$ cat src/sv/assert_macros.svh
// Assertion macros for the timer core
`ifndef ASSERT_MACROS_SVH
`define ASSERT_MACROS_SVH
`ifndef NO_ASSERTIONS
`define PIT_ASSERT_IMPL(label, clk, rst_n, prop, msg) \
    label: assert property (@(posedge clk) disable iff (!rst_n) (prop)) else $error(msg);
`define PIT_ASSERT_NEXT(label, clk, rst_n, pre, post, msg) \
    label: assert property (@(posedge clk) disable iff (!rst_n) (pre) |=> (post)) \
        else $error(msg);
`else
`define PIT_ASSERT_IMPL(label, clk, rst_n, prop, msg)
`define PIT_ASSERT_NEXT(label, clk, rst_n, pre, post, msg)
`endif
`endif

$ cat src/sv/pit_pkg.sv
package pit_pkg;

    localparam int NUM_COUNTERS = 3;

    localparam logic [1:0] KIND_TICK  = 2'd0;
    localparam logic [1:0] KIND_READ  = 2'd1;
    localparam logic [1:0] KIND_WRITE = 2'd2;
    localparam logic [1:0] KIND_GATE  = 2'd3;

    localparam logic [1:0] PORT_CTRL = 2'd3;

    localparam logic [1:0] SEL_READBACK = 2'd3;

    localparam int C_BCD  = 0;
    localparam int C_RWLO = 4;
    localparam int C_RWHI = 5;
    localparam int C_NULL = 6;

    localparam int A_RDLO  = 0;
    localparam int A_WRLO  = 1;
    localparam int A_STOP  = 2;
    localparam int A_GATE  = 3;
    localparam int A_LSTAT = 4;
    localparam int A_LAT0  = 5;
    localparam int A_LAT1  = 6;
    localparam int A_LOAD  = 7;

    localparam logic [16:0] FULL_BIN = 17'd65536;
    localparam logic [16:0] FULL_BCD = 17'd10000;

    typedef struct packed {
        logic [1:0] mode;
        logic [1:0] port;
        logic [7:0] data;
        logic [1:0] gate_index;
        logic       gate_level;
    } pit_in_t;

    typedef struct packed {
        logic [7:0] read_data;
        logic [2:0] out_levels;
        logic       irq_pulse;
    } pit_out_t;

    typedef struct packed {
        logic [6:0]  ctl;
        logic [16:0] cur;
        logic [16:0] rel;
        logic [15:0] pend;
        logic [15:0] lat;
        logic [7:0]  stat;
        logic [7:0]  acc;
        logic        outl;
    } pit_cnt_t;

    localparam pit_cnt_t CNT_RESET = '{
        ctl:  7'd0,
        cur:  17'd0,
        rel:  FULL_BIN,
        pend: 16'd0,
        lat:  16'd0,
        stat: 8'd0,
        acc:  8'((1 << A_STOP) | (1 << A_GATE)),
        outl: 1'b0
    };

    function automatic logic [16:0] bcd_decode(input logic [15:0] r);
        logic [16:0] a;
        a = 17'(r[15:12]) * 17'd1000 + 17'(r[11:8]) * 17'd100
          + 17'(r[7:4]) * 17'd10 + 17'(r[3:0]);
        return a;
    endfunction

    // Digits by reciprocal multiplication, exact for any 17-bit value
    function automatic logic [15:0] bcd_encode(input logic [16:0] v);
        logic [35:0] p1;
        logic [35:0] p2;
        logic [35:0] p3;
        logic [35:0] p4;
        logic [16:0] q1;
        logic [16:0] q2;
        logic [16:0] q3;
        logic [16:0] q4;
        logic [16:0] d0;
        logic [16:0] d1;
        logic [16:0] d2;
        logic [16:0] d3;
        p1 = 36'(v) * 36'd104858;
        p2 = 36'(v) * 36'd167773;
        p3 = 36'(v) * 36'd134218;
        p4 = 36'(v) * 36'd107375;
        q1 = 17'(p1 >> 20);
        q2 = 17'(p2 >> 24);
        q3 = 17'(p3 >> 27);
        q4 = 17'(p4 >> 30);
        d0 = v - q1 * 17'd10;
        d1 = q1 - q2 * 17'd10;
        d2 = q2 - q3 * 17'd10;
        d3 = q3 - q4 * 17'd10;
        return {d3[3:0], d2[3:0], d1[3:0], d0[3:0]};
    endfunction

endpackage

$ cat src/sv/pit_counter.sv
module pit_counter (
    input  logic               clk,
    input  logic               rst_n,
    input  logic               en,
    input  pit_pkg::pit_in_t   item,
    input  logic [1:0]         idx,
    output logic               outl,
    output logic               outl_next,
    output logic [7:0]         rd
);

    pit_pkg::pit_cnt_t s_reg;
    pit_pkg::pit_cnt_t s_next;

    assign outl = s_reg.outl;
    assign outl_next = s_next.outl;

    function automatic pit_pkg::pit_cnt_t take_count(input pit_pkg::pit_cnt_t x);
        logic [16:0] v;
        pit_pkg::pit_cnt_t y;
        y = x;
        v = x.ctl[pit_pkg::C_BCD] ? pit_pkg::bcd_decode(x.pend) : {1'b0, x.pend};
        if (v == 17'd0)
            v = x.ctl[pit_pkg::C_BCD] ? pit_pkg::FULL_BCD : pit_pkg::FULL_BIN;
        y.rel = v;
        y.ctl[pit_pkg::C_NULL] = 1'b0;
        return y;
    endfunction

    function automatic pit_pkg::pit_cnt_t start_count(input pit_pkg::pit_cnt_t x);
        logic [16:0] v;
        pit_pkg::pit_cnt_t y;
        y = x;
        v = x.rel;
        if (x.ctl[3:1] == 3'd3 && v[0])
        begin
            v = x.outl ? v + 17'd1 : v - 17'd1;
            if (v == 17'd0)
                v = 17'd2;
        end
        y.cur = v;
        return y;
    endfunction

    function automatic logic [16:0] dec(input pit_pkg::pit_cnt_t x);
        if (x.cur == 17'd0)
            return x.ctl[pit_pkg::C_BCD] ? 17'd9999 : 17'd65535;
        return x.cur - 17'd1;
    endfunction

    function automatic pit_pkg::pit_cnt_t count_done(input pit_pkg::pit_cnt_t x);
        pit_pkg::pit_cnt_t y;
        y = x;
        y.ctl[pit_pkg::C_NULL] = 1'b1;
        case (x.ctl[3:1])
            3'd0:
            begin
                y.outl = 1'b0;
                y.acc[pit_pkg::A_LOAD] = 1'b1;
            end
            3'd4: y.acc[pit_pkg::A_LOAD] = 1'b1;
            3'd2, 3'd3: if (x.acc[pit_pkg::A_STOP]) y.acc[pit_pkg::A_LOAD] = 1'b1;
            default: ;
        endcase
        return y;
    endfunction

    function automatic pit_pkg::pit_cnt_t latch(input pit_pkg::pit_cnt_t x,
                                                input logic stat, input logic cnt);
        pit_pkg::pit_cnt_t y;
        y = x;
        if (stat && !x.acc[pit_pkg::A_LSTAT])
        begin
            y.stat = {x.outl, x.ctl};
            y.acc[pit_pkg::A_LSTAT] = 1'b1;
        end
        if (cnt && x.acc[pit_pkg::A_LAT1:pit_pkg::A_LAT0] == 2'd0)
        begin
            y.lat = x.cur[15:0];
            y.acc[pit_pkg::A_LAT1:pit_pkg::A_LAT0] = x.ctl[5:4];
        end
        return y;
    endfunction

    always_comb
    begin
        logic [2:0]  m;
        logic [16:0] c;
        logic [15:0] r;
        logic [1:0]  lt;
        logic        gate;
        logic        stop;
        s_next = s_reg;
        rd = 8'd0;
        m = s_reg.ctl[3:1];
        gate = s_reg.acc[pit_pkg::A_GATE];
        stop = s_reg.acc[pit_pkg::A_STOP];
        c = s_reg.cur;
        r = 16'd0;
        lt = s_reg.acc[pit_pkg::A_LAT1:pit_pkg::A_LAT0];
        if (en)
        begin
            case (item.mode)
                pit_pkg::KIND_TICK:
                begin
                    if (s_reg.acc[pit_pkg::A_LOAD])
                    begin
                        s_next.acc[pit_pkg::A_LOAD] = 1'b0;
                        s_next.acc[pit_pkg::A_STOP] = 1'b0;
                        s_next = take_count(s_next);
                        if (m == 3'd1)
                            s_next.outl = 1'b0;
                        s_next = start_count(s_next);
                    end
                    else
                    begin
                        case (m)
                            3'd0:
                                if (!stop && gate)
                                begin
                                    c = dec(s_reg);
                                    if (c == 17'd0) s_next.outl = 1'b1;
                                    s_next.cur = c;
                                end
                            3'd1:
                            begin
                                c = dec(s_reg);
                                s_next.cur = c;
                                if (c == 17'd0 && !stop)
                                begin
                                    s_next.outl = 1'b1;
                                    s_next.acc[pit_pkg::A_STOP] = 1'b1;
                                end
                            end
                            3'd2:
                                if (!stop && gate)
                                begin
                                    if (c <= 17'd1)
                                    begin
                                        s_next.outl = 1'b1;
                                        if (s_next.ctl[pit_pkg::C_NULL] &&
                                            !s_next.acc[pit_pkg::A_WRLO])
                                            s_next = take_count(s_next);
                                        s_next = start_count(s_next);
                                    end
                                    else
                                    begin
                                        c = c - 17'd1;
                                        s_next.cur = c;
                                        if (c == 17'd1) s_next.outl = 1'b0;
                                    end
                                end
                            3'd3:
                                if (!stop && gate)
                                begin
                                    if (c <= 17'd2)
                                    begin
                                        s_next.outl = ~s_reg.outl;
                                        if (s_next.ctl[pit_pkg::C_NULL] &&
                                            !s_next.acc[pit_pkg::A_WRLO])
                                            s_next = take_count(s_next);
                                        s_next = start_count(s_next);
                                    end
                                    else
                                        s_next.cur = c - 17'd2;
                                end
                            default:
                            begin
                                s_next.outl = 1'b1;
                                if (!(m == 3'd4 && !gate))
                                begin
                                    c = dec(s_reg);
                                    s_next.cur = c;
                                    if (c == 17'd0 && !stop)
                                    begin
                                        s_next.outl = 1'b0;
                                        s_next.acc[pit_pkg::A_STOP] = 1'b1;
                                    end
                                end
                            end
                        endcase
                    end
                end
                pit_pkg::KIND_READ:
                begin
                    if (item.port == idx)
                    begin
                        if (s_reg.acc[pit_pkg::A_LSTAT])
                        begin
                            s_next.acc[pit_pkg::A_LSTAT] = 1'b0;
                            rd = s_reg.stat;
                        end
                        else
                        begin
                            if (lt[0])
                            begin
                                r = s_reg.ctl[pit_pkg::C_BCD] ?
                                    pit_pkg::bcd_encode({1'b0, s_reg.lat}) : s_reg.lat;
                                rd = r[7:0];
                                lt = lt - 2'd1;
                            end
                            else if (lt[1])
                            begin
                                r = s_reg.ctl[pit_pkg::C_BCD] ?
                                    pit_pkg::bcd_encode({1'b0, s_reg.lat}) : s_reg.lat;
                                rd = r[15:8];
                                lt = 2'd0;
                            end
                            else
                            begin
                                r = s_reg.ctl[pit_pkg::C_BCD] ?
                                    pit_pkg::bcd_encode(s_reg.cur) : s_reg.cur[15:0];
                                if (s_reg.acc[pit_pkg::A_RDLO])
                                begin
                                    rd = r[15:8];
                                    s_next.acc[pit_pkg::A_RDLO] = 1'b0;
                                end
                                else
                                begin
                                    rd = s_reg.ctl[pit_pkg::C_RWLO] ? r[7:0] : r[15:8];
                                    if (s_reg.ctl[pit_pkg::C_RWLO] &&
                                        s_reg.ctl[pit_pkg::C_RWHI])
                                        s_next.acc[pit_pkg::A_RDLO] = 1'b1;
                                end
                            end
                            s_next.acc[pit_pkg::A_LAT1:pit_pkg::A_LAT0] = lt;
                        end
                    end
                end
                pit_pkg::KIND_WRITE:
                begin
                    if (item.port == idx)
                    begin
                        if (s_reg.acc[pit_pkg::A_WRLO])
                        begin
                            s_next.acc[pit_pkg::A_WRLO] = 1'b0;
                            s_next.pend = {item.data, s_reg.pend[7:0]};
                            s_next = count_done(s_next);
                        end
                        else if (s_reg.ctl[pit_pkg::C_RWLO])
                        begin
                            s_next.pend = {8'd0, item.data};
                            if (s_reg.ctl[pit_pkg::C_RWHI])
                            begin
                                s_next.acc[pit_pkg::A_WRLO] = 1'b1;
                                if (m == 3'd0) s_next.acc[pit_pkg::A_STOP] = 1'b1;
                            end
                            else
                                s_next = count_done(s_next);
                        end
                        else
                        begin
                            s_next.pend = {item.data, 8'd0};
                            s_next = count_done(s_next);
                        end
                    end
                    else if (item.port == pit_pkg::PORT_CTRL)
                    begin
                        if (item.data[7:6] == pit_pkg::SEL_READBACK)
                        begin
                            if (item.data[idx + 2'd1])
                                s_next = latch(s_reg, !item.data[4], !item.data[5]);
                        end
                        else if (item.data[7:6] == idx)
                        begin
                            if (item.data[5:4] == 2'd0)
                                s_next = latch(s_reg, 1'b0, 1'b1);
                            else if (item.data[3:1] <= 3'd5)
                            begin
                                s_next.ctl = {1'b1, item.data[5:0]};
                                s_next.outl = (item.data[3:1] != 3'd0);
                                s_next.acc = 8'd0;
                                s_next.acc[pit_pkg::A_GATE] = gate;
                                s_next.acc[pit_pkg::A_STOP] = 1'b1;
                            end
                        end
                    end
                end
                default:
                begin
                    if (item.gate_index == idx && item.gate_level != gate)
                    begin
                        if (!item.gate_level)
                        begin
                            s_next.acc[pit_pkg::A_GATE] = 1'b0;
                            if (m == 3'd2 || m == 3'd3) s_next.outl = 1'b1;
                        end
                        else
                        begin
                            s_next.acc[pit_pkg::A_GATE] = 1'b1;
                            if (m == 3'd1 || m == 3'd5)
                                s_next.acc[pit_pkg::A_LOAD] = 1'b1;
                            else if ((m == 3'd2 || m == 3'd3) && !stop)
                                s_next.acc[pit_pkg::A_LOAD] = 1'b1;
                        end
                    end
                end
            endcase
        end
    end

    always_ff @(posedge clk or negedge rst_n)
    begin
        if (!rst_n)
            s_reg <= pit_pkg::CNT_RESET;
        else
            s_reg <= s_next;
    end

endmodule

$ cat config.mk
export PLATFORM = sky130hd
export DESIGN_NAME = pit_counter
export DESIGN_NICKNAME = d
export VERILOG_FILES = /design/src/sv/assert_macros.svh /design/src/sv/pit_pkg.sv /design/src/sv/pit_counter.sv
export SDC_FILE = /design/constraint.sdc
export NUM_CORES = 2
export LEC_CHECK = 0
export ABC_CLOCK_PERIOD_IN_PS = 12200
export BUFFER_PORTS_ARGS = -buffer_cell sky130_fd_sc_hd__buf_2
export CORE_MARGIN = 2
export CORE_UTILIZATION = 47
export DETAILED_ROUTE_END_ITERATION = 8
export GPL_TIMING_DRIVEN = 0
export PLACE_DENSITY = 0.61
export SLEW_MARGIN = 20
export SYNTH_ARGS = -nofsm -noshare
export SYNTH_HDL_FRONTEND = slang
export SYNTH_SLANG_ARGS = --single-unit
$ cat constraint.sdc
create_clock -name clk -period 12.2 [get_ports clk]
set_input_delay 2.44 -clock clk [delete_from_list [all_inputs] [get_ports clk]]
set_output_delay 2.44 -clock clk [all_outputs]
set_load 0.05 [all_outputs]
==> impl_metrics.env <==
export IMPL_largest_register_ff_count=89
export IMPL_synthDominantAreaCellType="sky130_fd_sc_hd__fa_1"
export IMPL_grtUsageTotal_pct=28.33
export IMPL_post_drt_via_cell_ratio=5.623
export IMPL_cp_max_fo=16
export IMPL_num_fill_cells=8181
export IMPL_num_vias=30925
export IMPL_synth_cell_area_um2=40630
export IMPL_worst_setup_path_end_kind="primary output"
export IMPL_grt_max_degree=64
export IMPL_report_final_hold_viol_count=0
export IMPL_seqCellArea_um2=2321
export IMPL_critPathSlowestCell="sky130_fd_sc_hd__dfrtp_2"
export IMPL_timing_worst_slew_pin_value_ns=1.265
export IMPL_timing_critical_path_mode_cell="sky130_fd_sc_hd__fa_1"
export IMPL_setup_violations=0
export IMPL_slew_headroom_pct=15.01
export IMPL_layout_drive_gt1_share_pct=6.132
export IMPL_number_of_instances_in_the_synthesized_netlist=4255
export IMPL_yosys_warnings=0
export IMPL_postRouteAntennaNets=0
export IMPL_gp_congestion=1.006
export IMPL_route_detailed_wl_per_inst_um=22.46
export IMPL_total_area_of_multi_input_combinational_cells_um2=34460
export IMPL_crit_arrival_ns=9.44
export IMPL_worst_path_dominant_cell_family="adder cells"
export IMPL_cts_buf_count=9
export IMPL_coreArea_um2=85410
export IMPL_time_the_final_worst_path_needs_with_i_o_delays_and_setup_ns=11.88
export IMPL_max_freq_mhz=84.17
export IMPL_rows=107
export IMPL_first_global_vias=31962
export IMPL_die_h_um=298.0
export IMPL_routed_wl_um=123500
export IMPL_clk_pin_slew_worst_paths_ns=0.07
export IMPL_worst_path_buf_inv=7
export IMPL_synth_commonest_cells="974 x sky130_fd_sc_hd__inv_1, 873 x sky130_fd_sc_hd__ha_1, 668 x sky130_fd_sc_hd__fa_1"
export IMPL_yosys_top_cells_area="sky130_fd_sc_hd__fa_1 33%, sky130_fd_sc_hd__ha_1 27%, sky130_fd_sc_hd__inv_1 9.0%, sky130_fd_sc_hd__dfrtp_1 5.4%, sky130_fd_sc_hd__xnor2_1 3.0%"
export IMPL_fin_skew_ns=0.01363
export IMPL_min_period_over_period_pct=97.38
export IMPL_most_instantiated_library_cell_after_synthesis="sky130_fd_sc_hd__inv_1"
export IMPL_clkLatencyLatePin_ns=0.38
export IMPL_synth_async_reset_ratio_pct=100.0
export IMPL_crit_path_max_incr_delay_ns=0.76
export IMPL_worst_setup_path_type="reg2out"
export IMPL_synth_ff_type="sky130_fd_sc_hd__dfrtp_1"
export IMPL_numPlacedInstances=5432
export IMPL_detail_route_iter0_violations=2610
export IMPL_cp_data_required_time_ns=9.76
export IMPL_syn_avg_cell_area_um2=9.550
export IMPL_detail_route_first_pass_iterations=6
export IMPL_htreeDepth=3
export IMPL_worstHoldPathType="reg2reg"
export IMPL_dpl_worst_slack_ns=-0.5617
export IMPL_start_util_pct=47.57
export IMPL_place_port_buffers=25
export IMPL_synth_fp_nets=5816
export IMPL_grt_overflow_total=0
export IMPL_cts_root_buffer="sky130_fd_sc_hd__clkbuf_16"
export IMPL_yosys_register_bits=90
export IMPL_maxSlewViolCount=0
export IMPL_number_of_buffers_on_the_longest_clock_path=2
export IMPL_postLayoutCoreUtil_pct=50.72
export IMPL_area_delta_synth_final_pct=6.611
export IMPL_grt_pass1_wl_um=192500
export IMPL_setup_ws_ns=0.3193
export IMPL_die_width_um=298.0
export IMPL_num_io_pins=30
export IMPL_tritoncts_num_sinks=90
export IMPL_fin_tns_setup_ns=0
export IMPL_maxCapViolCount=0
export IMPL_synth_cell_type_count=109
export IMPL_cts_tree="done"
export IMPL_synth_sequential_area_ratio_pct=5.552
export IMPL_dpl_hpwl_um=102300
export IMPL_die_area_um2=88820
export IMPL_status="completed"
export IMPL_edff_count_synth=0
export IMPL_cp_start_kind="flop"
export IMPL_post_layout_nonfiller_instances=5500
export IMPL_finish_net_count=5910
export IMPL_grt_antenna_before_repair=2
export IMPL_synth_top_cell_area_share_pct=32.91
export IMPL_drc_errors=0
## layout make-up
type                       count  area share, %
clock buffer                  10         0.5517
timing repair buffer          85          1.626
tap                         1144          3.304
antenna                        2        0.01155
inverter                     975          8.543
multi-input combinational   3099          79.55
clock inverter                 6         0.1704
buffer                        89         0.8838
sequential                    90          5.358
## per-stage QoR
| stage | hold WS, ns | area, um2 |
|---|---|---|
| after floorplan | 0.4497 | 40630 |
| after global placement | 0.4636 | 42190 |
| after detailed placement | 0.4755 | 42390 |
| after CTS | 0.4923 | 42770 |
| after global routing | 0.5238 | 43320 |
| final | 0.4930 | 43320 |
## tightest hold or removal path: stages, from the launching register on
cell and delay [ns]:
sky130_fd_sc_hd__dfrtp_1 0.35, sky130_fd_sc_hd__nand2_1 0.05, sky130_fd_sc_hd__o21ai_0 0.06
## worst paths after layout
kind / start / end / slack, ns / cells past startpoint
worst max-delay path: s_reg[81] / rd[7] / 0.32 / 32
worst min register to register: s_reg[60] / s_reg[60] / 0.49 / 2
min in group asynchronous: rst_n / s_reg[56] / 1.94 / 1
worst max register to register: s_reg[46] / s_reg[67] / 3.02 / 29
max in group asynchronous: rst_n / s_reg[25] / 9.58 / 2
worst min-delay path: s_reg[60] / s_reg[60] / 0.49 / 2
## layer usage
metal  vias up  share of wire, %  track usage (%)
met5         -                 0                0
met4         0               3.7            8.746
met3       220               6.6            3.588
met2      1077                46            45.91
met1     15396                44            39.50
li1      14232                 -                -
## cells in the final DEF (no fill, tap or decap), types with 52 or more instances in the layout
| cell | count |
|---|---|
| sky130_fd_sc_hd__a21oi_1 | 127 |
| sky130_fd_sc_hd__fa_1 | 668 |
| sky130_fd_sc_hd__ha_1 | 858 |
| sky130_fd_sc_hd__nand3_1 | 68 |
| sky130_fd_sc_hd__nor2_1 | 146 |
| sky130_fd_sc_hd__o21ai_0 | 131 |
| sky130_fd_sc_hd__clkbuf_1 | 69 |
| sky130_fd_sc_hd__dfrtp_1 | 59 |
| sky130_fd_sc_hd__inv_1 | 963 |
| sky130_fd_sc_hd__nand2_1 | 226 |
| sky130_fd_sc_hd__a21o_1 | 54 |
| sky130_fd_sc_hd__buf_4 | 52 |
| sky130_fd_sc_hd__xnor2_1 | 138 |
## timing repair
action	4_1_cts	5_1_grt
setup endpoints to repair	4	4
buffers inserted	2	50
pin swaps	0	1
hold buffers	0	0
gates resized for setup	28	43
## kinds of logic after synthesis
family	after synthesis	share of synthesized area (%)
compound gates	633	10.77
mux	49	1.432
simple gates	701	8.520
xor+xnor	175	3.975
flops	90	5.552
buf+inv	1066	9.961
fa+ha+maj	1541	59.79
Power is not shown: default switching activity piles up to over one toggle a cycle in this logic, so the estimate is an artifact.
